--- config.mk ---
export PLATFORM = sky130hd
export DESIGN_NAME = mppt_charge_controller
export DESIGN_NICKNAME = d
export VERILOG_FILES = /design/src/rtl/mppt_cc_pkg.sv /design/src/rtl/mppt_charge_controller.sv /design/src/rtl/mppt_cc_tracker.sv
export SDC_FILE = /design/constraint.sdc
export NUM_CORES = 1
export LEC_CHECK = 0
export BUFFER_PORTS_ARGS = -buffer_cell sky130_fd_sc_hd__buf_2
export CAP_MARGIN = 5
export CELL_PAD_IN_SITES_DETAIL_PLACEMENT = 0
export CELL_PAD_IN_SITES_GLOBAL_PLACEMENT = 1
export CORE_UTILIZATION = 30
export CTS_CLUSTER_DIAMETER = 120
export CTS_CLUSTER_SIZE = 24
export DETAILED_ROUTE_END_ITERATION = 6
export PLACE_DENSITY = 0.59
export SETUP_SLACK_MARGIN = 0.2
export SLEW_MARGIN = 20
export SYNTH_ARGS = -nofsm -noshare
export SYNTH_HDL_FRONTEND = slang
export SYNTH_SLANG_ARGS = --single-unit
--- constraint.sdc ---
create_clock -name clk -period 11.9 [get_ports clk]
set_input_delay 0.595 -clock clk [delete_from_list [all_inputs] [get_ports clk]]
set_output_delay 0.595 -clock clk [all_outputs]
set_load 0.01 [all_outputs]
--- src/rtl/mppt_cc_pkg.sv ---
// Types, widths and constants for the MPPT charge controller.
package mppt_cc_pkg;

    // ADC conversion width and the derived measurement widths
    localparam int SAMPLE_BITS = 10;
    localparam int V_W         = SAMPLE_BITS;        // voltage count
    localparam int I_W         = SAMPLE_BITS + 1;    // current: signed count difference
    localparam int DU_W        = SAMPLE_BITS + 1;    // vin change
    localparam int DI_W        = SAMPLE_BITS + 2;    // iin change
    localparam int N_W         = DI_W + V_W + 2;     // cross-multiplied conductance sum

    // Register widths
    localparam int LEVEL_W = 10;
    localparam int DUTY_W  = 8;
    localparam int CMP_W   = ((SAMPLE_BITS > LEVEL_W) ? SAMPLE_BITS : LEVEL_W) + 2;

    // APB port
    localparam int PADDR_W = 4;
    localparam int PDATA_W = 32;

    // Reset values
    localparam logic [LEVEL_W-1:0] CHARGE_LEVEL_RST = LEVEL_W'(744);
    localparam logic [LEVEL_W-1:0] LOW_BATT_RST     = LEVEL_W'(579);
    localparam logic [LEVEL_W-1:0] TAPER_RST        = LEVEL_W'(0);
    localparam logic [DUTY_W-1:0]  PWM_TOP_RST      = DUTY_W'(159);
    localparam logic [DUTY_W-1:0]  DUTY_RST         = DUTY_W'(15);

    // Register map (word index)
    typedef enum logic [1:0] {
        REG_CHARGE_LEVEL = 2'd0,
        REG_LOW_BATT     = 2'd1,
        REG_TAPER        = 2'd2,
        REG_PWM_TOP      = 2'd3
    } reg_addr_t;

    // Charge mode
    typedef enum logic [1:0] {
        MODE_IDLE   = 2'd0,
        MODE_CHARGE = 2'd1,
        MODE_CV     = 2'd2
    } mode_t;

    // Requested duty move
    typedef enum logic [1:0] {
        DIR_HOLD = 2'd0,
        DIR_UP   = 2'd1,
        DIR_DOWN = 2'd2
    } duty_dir_t;

    // Input-side measurements seen by the tracker
    typedef struct packed {
        logic        [V_W-1:0] vin_previous;
        logic        [V_W-1:0] vin_present;
        logic signed [I_W-1:0] iin_previous;
        logic signed [I_W-1:0] iin_present;
    } meas_t;

endpackage

--- src/rtl/mppt_charge_controller.sv ---
// MPPT charge controller: an input beat passes the input register, then the
// state/result register, on its way to a result beat; throughput one beat per
// cycle while the result side is not stalled, with two small multipliers.
// Each sample or tick beat yields one result beat.
// Reset (rst_n, async, low): registers to their defaults, measurements to 0,
// duty to 15, mode idle, both pipeline slots empty.
module mppt_charge_controller
    import mppt_cc_pkg::*;
(
    input  logic                   clk,
    input  logic                   rst_n,
    // input channel
    input  logic                   in_valid,
    output logic                   in_stall,
    input  logic                   kind,
    input  logic [1:0]             channel,
    input  logic [SAMPLE_BITS-1:0] sample,
    // result channel
    output logic                   out_valid,
    input  logic                   out_stall,
    output logic [DUTY_W-1:0]      duty,
    output logic                   charging,
    output logic                   voltage_hold,
    // APB configuration
    input  logic                   psel,
    input  logic                   penable,
    input  logic                   pwrite,
    input  logic [PADDR_W-1:0]     paddr,
    input  logic [PDATA_W-1:0]     pwdata,
    output logic [PDATA_W-1:0]     prdata,
    output logic                   pready
);

    // configuration registers
    logic [LEVEL_W-1:0] charge_level_reg;
    logic [LEVEL_W-1:0] low_batt_reg;
    logic [LEVEL_W-1:0] taper_reg;
    logic [DUTY_W-1:0]  pwm_top_reg;

    // input stage
    logic                   s1_valid_reg, s1_valid_next;
    logic                   s1_kind_reg;
    logic [1:0]             s1_channel_reg;
    logic [SAMPLE_BITS-1:0] s1_sample_reg;

    // state, which also forms the result
    logic                  out_valid_reg, out_valid_next;
    logic [V_W-1:0]        vin_prev_reg, vin_prev_next;
    logic [V_W-1:0]        vin_pres_reg, vin_pres_next;
    logic signed [I_W-1:0] iin_prev_reg, iin_prev_next;
    logic signed [I_W-1:0] iin_pres_reg, iin_pres_next;
    logic [V_W-1:0]        vout_reg, vout_next;
    logic signed [I_W-1:0] iout_reg, iout_next;
    logic [DUTY_W-1:0]     duty_reg, duty_next;
    mode_t                 mode_reg, mode_next;

    logic                  accept;
    logic                  advance;
    logic                  cfg_write;
    reg_addr_t             cfg_addr;
    meas_t                 meas;
    duty_dir_t             mppt_dir;
    duty_dir_t             dir;
    logic [DUTY_W-1:0]     duty_clamped;
    logic [CMP_W-1:0]      vout_ext;
    logic [CMP_W-1:0]      charge_level_ext;
    logic [CMP_W-1:0]      low_batt_ext;
    logic signed [CMP_W-1:0] iout_ext;
    logic signed [CMP_W-1:0] taper_ext;
    logic                  above_taper;
    duty_dir_t             cv_dir;

    // handshake: the input slot moves on when the result slot is free or leaving
    assign advance   = s1_valid_reg && (!out_valid_reg || !out_stall);
    assign in_stall  = s1_valid_reg && !advance;
    assign accept    = in_valid && !in_stall;
    assign out_valid = out_valid_reg;

    assign duty         = duty_reg;
    assign charging     = (mode_reg == MODE_CHARGE) || (mode_reg == MODE_CV);
    assign voltage_hold = (mode_reg == MODE_CV);

    // APB access
    assign pready    = 1'b1;
    assign cfg_addr  = reg_addr_t'(paddr[3:2]);
    assign cfg_write = psel && penable && pwrite && pready;

    always_comb
    begin
        unique case (cfg_addr)
            REG_CHARGE_LEVEL: prdata = PDATA_W'(charge_level_reg);
            REG_LOW_BATT:     prdata = PDATA_W'(low_batt_reg);
            REG_TAPER:        prdata = PDATA_W'(taper_reg);
            REG_PWM_TOP:      prdata = PDATA_W'(pwm_top_reg);
        endcase
    end

    always_ff @(posedge clk or negedge rst_n)
    begin
        if (!rst_n)
        begin
            charge_level_reg <= CHARGE_LEVEL_RST;
            low_batt_reg     <= LOW_BATT_RST;
            taper_reg        <= TAPER_RST;
            pwm_top_reg      <= PWM_TOP_RST;
        end
        else if (cfg_write)
        begin
            unique case (cfg_addr)
                REG_CHARGE_LEVEL: charge_level_reg <= pwdata[LEVEL_W-1:0];
                REG_LOW_BATT:     low_batt_reg     <= pwdata[LEVEL_W-1:0];
                REG_TAPER:        taper_reg        <= pwdata[LEVEL_W-1:0];
                REG_PWM_TOP:      pwm_top_reg      <= pwdata[DUTY_W-1:0];
            endcase
        end
    end

    // input stage payload
    always_ff @(posedge clk)
    begin
        if (accept)
        begin
            s1_kind_reg    <= kind;
            s1_channel_reg <= channel;
            s1_sample_reg  <= sample;
        end
    end

    // MPPT decision on present measurements
    assign meas.vin_previous = vin_prev_reg;
    assign meas.vin_present  = vin_pres_reg;
    assign meas.iin_previous = iin_prev_reg;
    assign meas.iin_present  = iin_pres_reg;

    mppt_cc_tracker u_tracker
    (
        .meas (meas),
        .dir  (mppt_dir)
    );

    // comparisons on common widths
    assign vout_ext         = CMP_W'(vout_reg);
    assign charge_level_ext = CMP_W'(charge_level_reg);
    assign low_batt_ext     = CMP_W'(low_batt_reg);
    assign iout_ext         = CMP_W'(iout_reg);
    assign taper_ext        = $signed(CMP_W'(taper_reg));
    assign above_taper      = iout_ext > taper_ext;
    assign duty_clamped     = (duty_reg > pwm_top_reg) ? pwm_top_reg : duty_reg;

    // CV step direction toward the charge level
    always_comb
    begin
        cv_dir = DIR_HOLD;
        if (vout_ext < charge_level_ext)
            cv_dir = DIR_UP;
        else if (vout_ext > charge_level_ext)
            cv_dir = DIR_DOWN;
    end

    // next state for one beat
    always_comb
    begin
        vin_prev_next  = vin_prev_reg;
        vin_pres_next  = vin_pres_reg;
        iin_prev_next  = iin_prev_reg;
        iin_pres_next  = iin_pres_reg;
        vout_next      = vout_reg;
        iout_next      = iout_reg;
        duty_next      = duty_reg;
        mode_next      = mode_reg;
        dir            = DIR_HOLD;
        out_valid_next = out_valid_reg;
        s1_valid_next  = s1_valid_reg;

        if (advance)
        begin
            if (!s1_kind_reg)
            begin
                // sample beat
                unique case (s1_channel_reg)
                    2'd0:
                    begin
                        vin_prev_next = vin_pres_reg;
                        vin_pres_next = s1_sample_reg;
                    end
                    2'd1:
                    begin
                        iin_prev_next = iin_pres_reg;
                        iin_pres_next = $signed({1'b0, vin_pres_reg})
                                      - $signed({1'b0, s1_sample_reg});
                    end
                    2'd2:
                        vout_next = s1_sample_reg;
                    2'd3:
                        iout_next = $signed({1'b0, s1_sample_reg})
                                  - $signed({1'b0, vout_reg});
                endcase
            end
            else
            begin
                // tick beat: mode machine
                unique case (mode_reg)
                    MODE_CV:
                    begin
                        if (above_taper)
                            dir = cv_dir;
                        else
                            mode_next = MODE_IDLE;
                    end
                    MODE_CHARGE:
                    begin
                        if (vout_ext >= charge_level_ext)
                        begin
                            mode_next = MODE_CV;
                            if (above_taper)
                                dir = cv_dir;
                            else
                                mode_next = MODE_IDLE;
                        end
                        else
                            dir = mppt_dir;
                    end
                    default:
                    begin
                        mode_next = (vout_ext < low_batt_ext) ? MODE_CHARGE : MODE_IDLE;
                        dir       = mppt_dir;
                    end
                endcase

                // saturating duty move
                duty_next = duty_clamped;
                unique case (dir)
                    DIR_UP:
                        if (duty_clamped < pwm_top_reg)
                            duty_next = duty_clamped + DUTY_W'(1);
                    DIR_DOWN:
                        if (duty_clamped != '0)
                            duty_next = duty_clamped - DUTY_W'(1);
                    default:
                        duty_next = duty_clamped;
                endcase
            end
        end

        // slot occupancy
        if (advance)
            out_valid_next = 1'b1;
        else if (out_valid_reg && !out_stall)
            out_valid_next = 1'b0;

        if (accept)
            s1_valid_next = 1'b1;
        else if (advance)
            s1_valid_next = 1'b0;
    end

    always_ff @(posedge clk or negedge rst_n)
    begin
        if (!rst_n)
        begin
            s1_valid_reg  <= 1'b0;
            out_valid_reg <= 1'b0;
            vin_prev_reg  <= '0;
            vin_pres_reg  <= '0;
            iin_prev_reg  <= '0;
            iin_pres_reg  <= '0;
            vout_reg      <= '0;
            iout_reg      <= '0;
            duty_reg      <= DUTY_RST;
            mode_reg      <= MODE_IDLE;
        end
        else
        begin
            s1_valid_reg  <= s1_valid_next;
            out_valid_reg <= out_valid_next;
            vin_prev_reg  <= vin_prev_next;
            vin_pres_reg  <= vin_pres_next;
            iin_prev_reg  <= iin_prev_next;
            iin_pres_reg  <= iin_pres_next;
            vout_reg      <= vout_next;
            iout_reg      <= iout_next;
            duty_reg      <= duty_next;
            mode_reg      <= mode_next;
        end
    end

endmodule

--- src/rtl/mppt_cc_tracker.sv ---
// Incremental-conductance MPPT decision: which way to move the duty.
module mppt_cc_tracker
    import mppt_cc_pkg::*;
(
    input  meas_t     meas,
    output duty_dir_t dir
);

    logic signed [DU_W-1:0] du;
    logic signed [DI_W-1:0] di;
    logic signed [N_W-1:0]  prod_a;
    logic signed [N_W-1:0]  prod_b;
    logic signed [N_W-1:0]  n_sum;
    logic                   n_zero;

    // Changes since the previous samples
    assign du = $signed({1'b0, meas.vin_present}) - $signed({1'b0, meas.vin_previous});
    assign di = $signed(DI_W'(meas.iin_present)) - $signed(DI_W'(meas.iin_previous));

    // dI/dV + I/V sign test, cross-multiplied: n = di*v + i*du
    assign prod_a = N_W'(di * $signed({1'b0, meas.vin_present}));
    assign prod_b = N_W'(meas.iin_present * du);
    assign n_sum  = prod_a + prod_b;
    assign n_zero = (n_sum == '0);

    // Decision; sign of n*du is the xor of the two signs
    always_comb
    begin
        dir = DIR_HOLD;
        if (du == '0)
        begin
            if (!di[DI_W-1] && (di != '0))
                dir = DIR_DOWN;
            else if (di[DI_W-1])
                dir = DIR_UP;
        end
        else if ((meas.vin_present != '0) && !n_zero)
        begin
            if (n_sum[N_W-1] == du[DU_W-1])
                dir = DIR_DOWN;
            else
                dir = DIR_UP;
        end
    end

endmodule

==> impl_metrics.toml, run 1 <==
[run_status]
status = "complete, no violations"

[drt]
routed_wl_um = 53200
wire_per_inst_um = 16.8
via_per_inst = 4.87
vias = 15408
drtAntennaViolNets = 0
drcViolationCount = 0
drt_iter0_markers = 651
drt_pass1_iterations = 6

[finish]
fillers = 6771
drive_gt1_share_pct = 8.35
fin_nets = 2804
syn2layout_area_growth_pct = 9.13
diodes = 0
regArea_mm2 = 0.00324
multi_input_area_mm2 = 0.0146

[floorplan]
num_rows = 93
dieArea_mm2 = 0.0669
core_mm2 = 0.0648
die_y_um = 259
ioPinCount = 101
chipWidth_um = 259
start_util_pct = 30.5

[cts]
htree_levels = 4
ctsHoldBuffers = 0
post_cts_buffers = 0
clkTransAtPathRegs_ps = 70
cts_buffer_depth = 2
cts_sinks = 126
clk_root_buffer_cell = "clkbuf_16"
cts_tree = "built"
cts_made_buffers = 17
clock_latency_ps = 430
cts_resized = 0

[setup_path]
cp_max_fo = 18
reg2regPathDepth = 36
path_buf_inv = 3
startpoint_type = "register"
reg2reg_from = "iin_pres_reg[0]"
r2r_slack_ps = 850
end_kind = "register"
critPathArrivalTime_ps = 11350
criticalPathCategory = "reg -> reg"
cp_slowest_stage_delay_ps = 800
crit_path_top_delay_cell = "xor2_1"
r2r-end = "duty[5]"
cp_top_family = "adder cells"
cp_common_cell = "fa_1"
required_ps = 12200

[timing]
slew_headroom_pct = 27.9
finalMaxSlewViolations = 0
setup_viol = 0
final_hold_viol_count = 0
fin_setup_tns_ps = 0
rsz0062_at_grt = "false"
timing.fmax_ghz = 0.0905
fin_skew_ps = 10.1
tightest_slew_ps = 1080
post-route-period-util_pct = 92.9
min_period_ps = 11050

[logic_synthesis]
synthDistinctLibCells = 80
syn_avg_cell_area_um2 = 8.70
synth_edf_count = 13
synth_area_mm2 = 0.0198
async_flop_share_pct = 89.7
synth_ff_type = "dfrtp_1"
ys_ff_latch = 126
yosysSeqAreaShare_pct = 16.4
ys.warnings.count = 0
syn_inst = 2270

[global_routing]
grt_pass1_vias = 16069
antenna_found_initial = 0
overflow = 0
grt_pass1_wl_um = 88100
grt_usage_pct = 16.7
grt_max_degree = 64

[min_path]
hold_path_class = "in -> async"

[placement]
portBuffers = 53
dp_hpwl_um = 43600
routabilityCongestion = 0.826

[flow_run]
cap_viol_max_count = 0
[how the worst max path moves through the flow]
| stage | slack [ps] | cells past startpoint | to | start |
|---|---|---|---|---|
| after detailed placement | 810 | 39 | duty[5] | iin_pres_reg[0] |
| after CTS | 780 | 39 | duty[5] | iin_pres_reg[0] |
| after global routing | 220 | 38 | duty[5] | iin_pres_reg[0] |
| final | 850 | 36 | duty[5] | iin_pres_reg[0] |
| after global placement | 880 | 36 | duty[5] | iin_pres_reg[0] |
| after floorplan | 2610 | 40 | duty[2] | iin_pres_reg[0] |
[per-layer routing]
metal  up-vias  global-route usage [%]  wire (um)
met1      7727                    23.6      26200
li1       7445                       -          -
met2       209                    27.8      25000
met5         -                       0          0
met4         0                    2.79        563
met3        27                    1.61       1510
[cells by family (layout without fill, tap and decap cells)]
kind of cell / Yosys count / in the layout / share of synthesized area [%]
AND/OR/NAND/NOR: 659 / 659 / 16.5
buffers and inverters: 515 / 535 / 10.2
adder cells (fa/ha/maj): 450 / 450 / 37.5
AO/OA/AOI/OAI: 387 / 387 / 12.4
flip-flops: 126 / 126 / 16.4
XOR/XNOR: 74 / 74 / 3.28
multiplexers: 57 / 57 / 3.61
other: 2 / 23 / 0.0380
[per-stage QoR]
| stage | worst slack [ps] | cell area, um2 | hold WS, ps | utilization (%) | instances |
|---|---|---|---|---|---|
| after floorplan | 2610 | 19800 | 299 | - | 2291 |
| after global placement | 879 | 21000 | 471 | 32.3 | 3134 |
| after detailed placement | 806 | 21000 | 482 | 32.4 | 3134 |
| after CTS | 778 | 21500 | 219 | 33.2 | 3166 |
| after global routing | 221 | 21600 | 242 | 33.3 | 3166 |
| final | 845 | 21600 | 188 | 33.3 | 3166 |
[cells in the final DEF (no fill, tap or decap), types with 30 or more instances in the layout]
cell type,n
nand2b_1,30
nand3_1,37
a21oi_1,84
nor2_1,91
a21o_1,39
nor2b_1,53
nand2_1,238
dfrtp_1,94
xnor2_1,54
and2_1,80
inv_1,415
o21ai_1,31
buf_4,33
o21ai_0,97
buf_2,52
ha_1,214
nor3_1,40
mux2_2,33
fa_1,236
[synthesized netlist by cell type, types with 29 or more instances]
master / number / area, um2
a21o_1: 39 / 293
a21oi_1: 84 / 420
and2_1: 80 / 500
and3_1: 29 / 181
clkbuf_1: 68 / 255
dfrtp_1: 94 / 2350
fa_1: 236 / 4720
ha_1: 214 / 2680
inv_1: 415 / 1560
mux2_2: 33 / 372
nand2_1: 238 / 893
nand2b_1: 30 / 188
nand3_1: 37 / 185
nor2_1: 92 / 345
nor2b_1: 53 / 332
nor3_1: 40 / 200
o21ai_0: 97 / 485
o21ai_1: 31 / 155
xnor2_1: 55 / 482
[area by class of cell]
| cell class | instances | area share [%] |
|---|---|---|
| Clock inverter | 15 | 0.685 |
| Timing Repair Buffer | 85 | 2.36 |
| Clock buffer | 17 | 1.97 |
| Multi-Input combinational cell | 1650 | 67.7 |
| Sequential cell | 126 | 15.0 |
| Inverter | 418 | 7.28 |
| Tap cell | 855 | 4.96 |
[worst register-to-register path, delay by kind of cell, from the launching register on]
kind                       cells  cell delay, ps
and+or+nand+nor                8            2030
buffers and inverters          3             270
muxes                          1              80
AOI/OAI and AO/OA             11            2460
xor gates and xnor gates       3            1110
DFF                            1             490
adders and majority gates     10            4460
Power of run 1 is left out: the tool's default activity adds up to more than one toggle a clock period on the data nets, which glitch-free logic cannot reach.
==> run 2, diff against run 1 <==
CORE_UTILIZATION = 50   (was 30)
PLACE_DENSITY = 0.88   (was 0.59)
==> run 2 against run 1 <==
  * First-iteration DRC count rose by 70%
  * Global-route usage up 8.0 points
  * Via count is 1.1% higher
  * Final area shrank 1.9%
  * Critical path depth shrank 2
  * Non-clock buffer count decreased by 1
  * Count of clock-buffer cells in the layout up 1
  * Register-to-register slack improved by 20 ps
  * Critical path type unchanged
  * Setup slack better by 19 ps
==> impl_metrics.toml, run 2 (synthesized netlist as in run 1, its figures left out) <==
[cts]
cts_buffer_depth = 2
cts_sinks = 126
clock_latency_ps = 430
cts_tree = "built"
clk_root_buffer_cell = "clkbuf_16"
clkTransAtPathRegs_ps = 70
htree_levels = 4
cts_resized = 0
post_cts_buffers = 0
ctsHoldBuffers = 0
cts_made_buffers = 17

[setup_path]
startpoint_type = "register"
cp_common_cell = "fa_1"
r2r-end = "duty[5]"
cp_slowest_stage_delay_ps = 620
crit_start = "iin_pres_reg[6]"
required_ps = 12180
criticalPathCategory = "reg -> reg"
crit_path_top_delay_cell = "dfrtp_1"
reg2reg_from = "iin_pres_reg[6]"
cp_max_fo = 18
reg2regPathDepth = 34
r2r_slack_ps = 860
end_kind = "register"
critPathArrivalTime_ps = 11320

[finish]
fin_nets = 2803
final_common_cell = "inv_1"
regArea_mm2 = 0.00324
final_area_mm2 = 0.0211
fillers = 3547
syn2layout_area_growth_pct = 7.06
multi_input_area_mm2 = 0.0146
mostFrequentLayoutCells = "inv_1 (415), nand2_1 (238), fa_1 (236)"
drive_gt1_share_pct = 8.31
diodes = 0

[timing]
rsz0062_at_grt = "false"
finalMaxSlewViolations = 0
timing.fmax_ghz = 0.0906
slew_headroom_pct = 28.0
final_hold_viol_count = 0
fin_setup_tns_ps = 0
setup_viol = 0
min_period_ps = 11040
fin_skew_ps = 15.0
tightest_slew_ps = 1070
post-route-period-util_pct = 92.7

[global_routing]
grt_max_degree = 63
grt_pass1_wl_um = 80200
grt_usage_pct = 24.7
overflow = 0
antenna_found_initial = 0
grt_pass1_vias = 16187

[drt]
via_per_inst = 5.51
drcViolationCount = 0
wire_per_inst_um = 16.9
vias = 15574
routed_wl_um = 47700
drt_pass1_iterations = 5
drtAntennaViolNets = 0
drt_iter0_markers = 1106

[floorplan]
die_y_um = 201
start_util_pct = 50.9
core_mm2 = 0.0388
chipWidth_um = 201
dieArea_mm2 = 0.0403
num_rows = 72
ioPinCount = 101

[min_path]
hold_path_class = "in -> async"

[flow_run]
cap_viol_max_count = 0

[placement]
portBuffers = 53
dp_hpwl_um = 38400
routabilityCongestion = 0.948
placed_area_mm2 = 0.0205

[run_status]
status = "complete, no violations"
-- run 2: cell types whose count changed in the layout (fill, tap and decap cells not counted), sizes merged --
cell and change:
clkinv +3, bufinv -1, clkbuf +1, inv +1
buf -1, clkinvlp -4
-- run 2: per-stage QoR --
stage          setup WS, ps  hold slack (ps)  std cells  util (%)
4_1_cts                1040              219       2828      54.5
3_3_place_gp           1240              469       2796      52.9
5_1_grt                 290              238       2828      54.5
3_5_place_dp           1110              476       2796      52.9
6_report                864              192       2828      54.5
2_1_floorplan          2610              299       2291         -
-- run 2: critical path: cells and delay by family (launching register included) --
kind	cells	cell delay (ps)
AOI/OAI and AO/OA	10	2600
xor gates and xnor gates	1	140
adders and majority gates	9	4200
buffers and inverters	2	190
DFF	1	620
muxes	1	80
and+or+nand+nor	11	3030
-- run 2: how the worst max path moves through the flow --
stage                   end  slack (ps)
floorplan           duty[2]        2610
global placement    duty[5]        1240
detailed placement  duty[2]        1110
CTS                 duty[2]        1040
global route        duty[5]         290
finish              duty[5]         860
-- run 2: routing by layer --
layer / GRT usage, % / part of all wire, % / vias to the layer above
met5: 0 / 0 / -
met4: 5.64 / 1.6 / 0
met3: 2.14 / 4.6 / 49
met2: 42.1 / 48 / 357
met1: 34.1 / 46 / 7724
li1: - / - / 7444
-- run 2: layout make-up --
type,count,area share [%]
inverter,418,7.42
tap,518,3.06
timing repair buffer,84,2.37
clock inverter,14,0.745
multi-input combinational,1650,68.9
clock buffer,18,2.13
sequential,126,15.3
Power of run 2 is left out for the same reason.
==> run 3, diff against run 2 <==
PLACE_DENSITY = default   (was 0.88)
PLACE_DENSITY_LB_ADDON = 0.1   (was default)
==> run 3 against run 2 <==
  * Setup slack better by 180 ps
  * Maximum frequency is 1.7% higher
  * Sequential cell count stayed put
  * Cell count hardly changed
  * Clock skew is 1.7 ps lower
  * Register-to-register slack better by 180 ps
  * Core utilization hardly changed
  * Via count is 2.0% lower
  * Count of clock-buffer cells in the layout is 1 lower
==> impl_metrics.toml, run 3 (synthesized netlist as in run 1, its figures left out) <==
[floorplan]
dieArea_mm2 = 0.0403
chipWidth_um = 201
num_rows = 72
core_mm2 = 0.0388
start_util_pct = 50.9
ioPinCount = 101
die_y_um = 201

[drt]
drcViolationCount = 0
drt_pass1_iterations = 5
routed_wl_um = 48900
wire_per_inst_um = 17.3
drt_iter0_markers = 991
via_per_inst = 5.40
vias = 15266
drtAntennaViolNets = 0

[setup_path]
critPathArrivalTime_ps = 11210
required_ps = 12250
crit_path_top_delay_cell = "dfrtp_1"
startpoint_type = "register"
cp_top_family = "adder cells"
cp_common_cell = "fa_1"
criticalPathCategory = "reg -> reg"
path_buf_inv = 4
cp.depth = 35
reg2regPathDepth = 35
end_kind = "register"
cp_max_fo = 18
cp_slowest_stage_delay_ps = 720

[min_path]
hold_path_class = "in -> async"

[cts]
post_cts_buffers = 0
htree_levels = 4
cts_sinks = 126
cts_tree = "built"
clkTransAtPathRegs_ps = 70
cts_made_buffers = 17
cts_buffer_depth = 2
clock_latency_ps = 430
clk_root_buffer_cell = "clkbuf_16"

[finish]
drive_gt1_share_pct = 8.67
diodes = 0
fin_cells = 2826
syn2layout_area_growth_pct = 7.09
mostFrequentLayoutCells = "inv_1 (415), nand2_1 (238), fa_1 (236)"
fin_util_pct = 54.5
final_common_cell = "inv_1"
fin_nets = 2801
fillers = 3660

[global_routing]
grt_max_degree = 64
grt_use_met3_pct = 3.02
use_met1_pct = 36.5
overflow = 0
gr-usage-met2_pct = 41.7
grt_usage_pct = 25.5
grt_pass1_wl_um = 82100
grt_pass1_vias = 15934
antenna_found_initial = 2
grt_busiest_layer = "met2"

[flow_run]
cap_viol_max_count = 0

[placement]
dp_cells = 2794
routabilityCongestion = 0.890
portBuffers = 53
post-place-ws_ps = 872
dp_hpwl_um = 40300

[timing]
min_period_ps = 10850
timing.fmax_ghz = 0.0921
final_hold_viol_count = 0
post-route-period-util_pct = 91.2
tightest_slew_ps = 1050
fin_skew_ps = 13.4
fin_setup_tns_ps = 0
setup_viol = 0
finalMaxSlewViolations = 0
slew_headroom_pct = 29.8
rsz0062_at_grt = "false"
fin_ws_ps = 1050

[run_status]
status = "complete, no violations"
## run 3: layout make-up
class	count	area (um2)	share of cell area, %
Clock buffer	17	425	2.01
Clock inverter	15	149	0.704
Multi-Input combinational cell	1650	14600	69.2
Sequential cell	126	3240	15.3
Tap cell	518	648	3.06
Inverter	418	1570	7.42
Timing Repair Buffer	82	485	2.29
## run 3: stage by stage
step	area (um2)	hold slack, ps
global route	21200	242
CTS	21100	213
floorplan	19800	299
finish	21200	192
global placement	20500	473
detailed placement	20500	481
## run 3: final timing paths
path,slack [ps],end,start
max,1050,duty[2],iin_pres_reg[3]
min,190,taper_reg[6],rst_n
max reg2reg,1050,duty[2],iin_pres_reg[3]
min reg2reg,490,iout_reg[9],iout_reg[9]
max in group asynchronous,10370,iin_pres_reg[4],rst_n
min in group clk,340,s1_sample_reg[8],sample[8]
## run 3: what timing repair did
| action | 4_1_cts | 5_1_grt |
|---|---|---|
| gates resized for setup | 0 | 10 |
| hold buffers | 0 | 0 |
| endpoints found under the setup margin | 0 | 7 |
## run 3: per-layer routing
layer	wire (um)	vias up
li1	-	7413
met1	23600	7542
met2	22400	269
met3	2090	42
met4	787	0
met5	0	-
Power of run 3 is left out for the same reason.
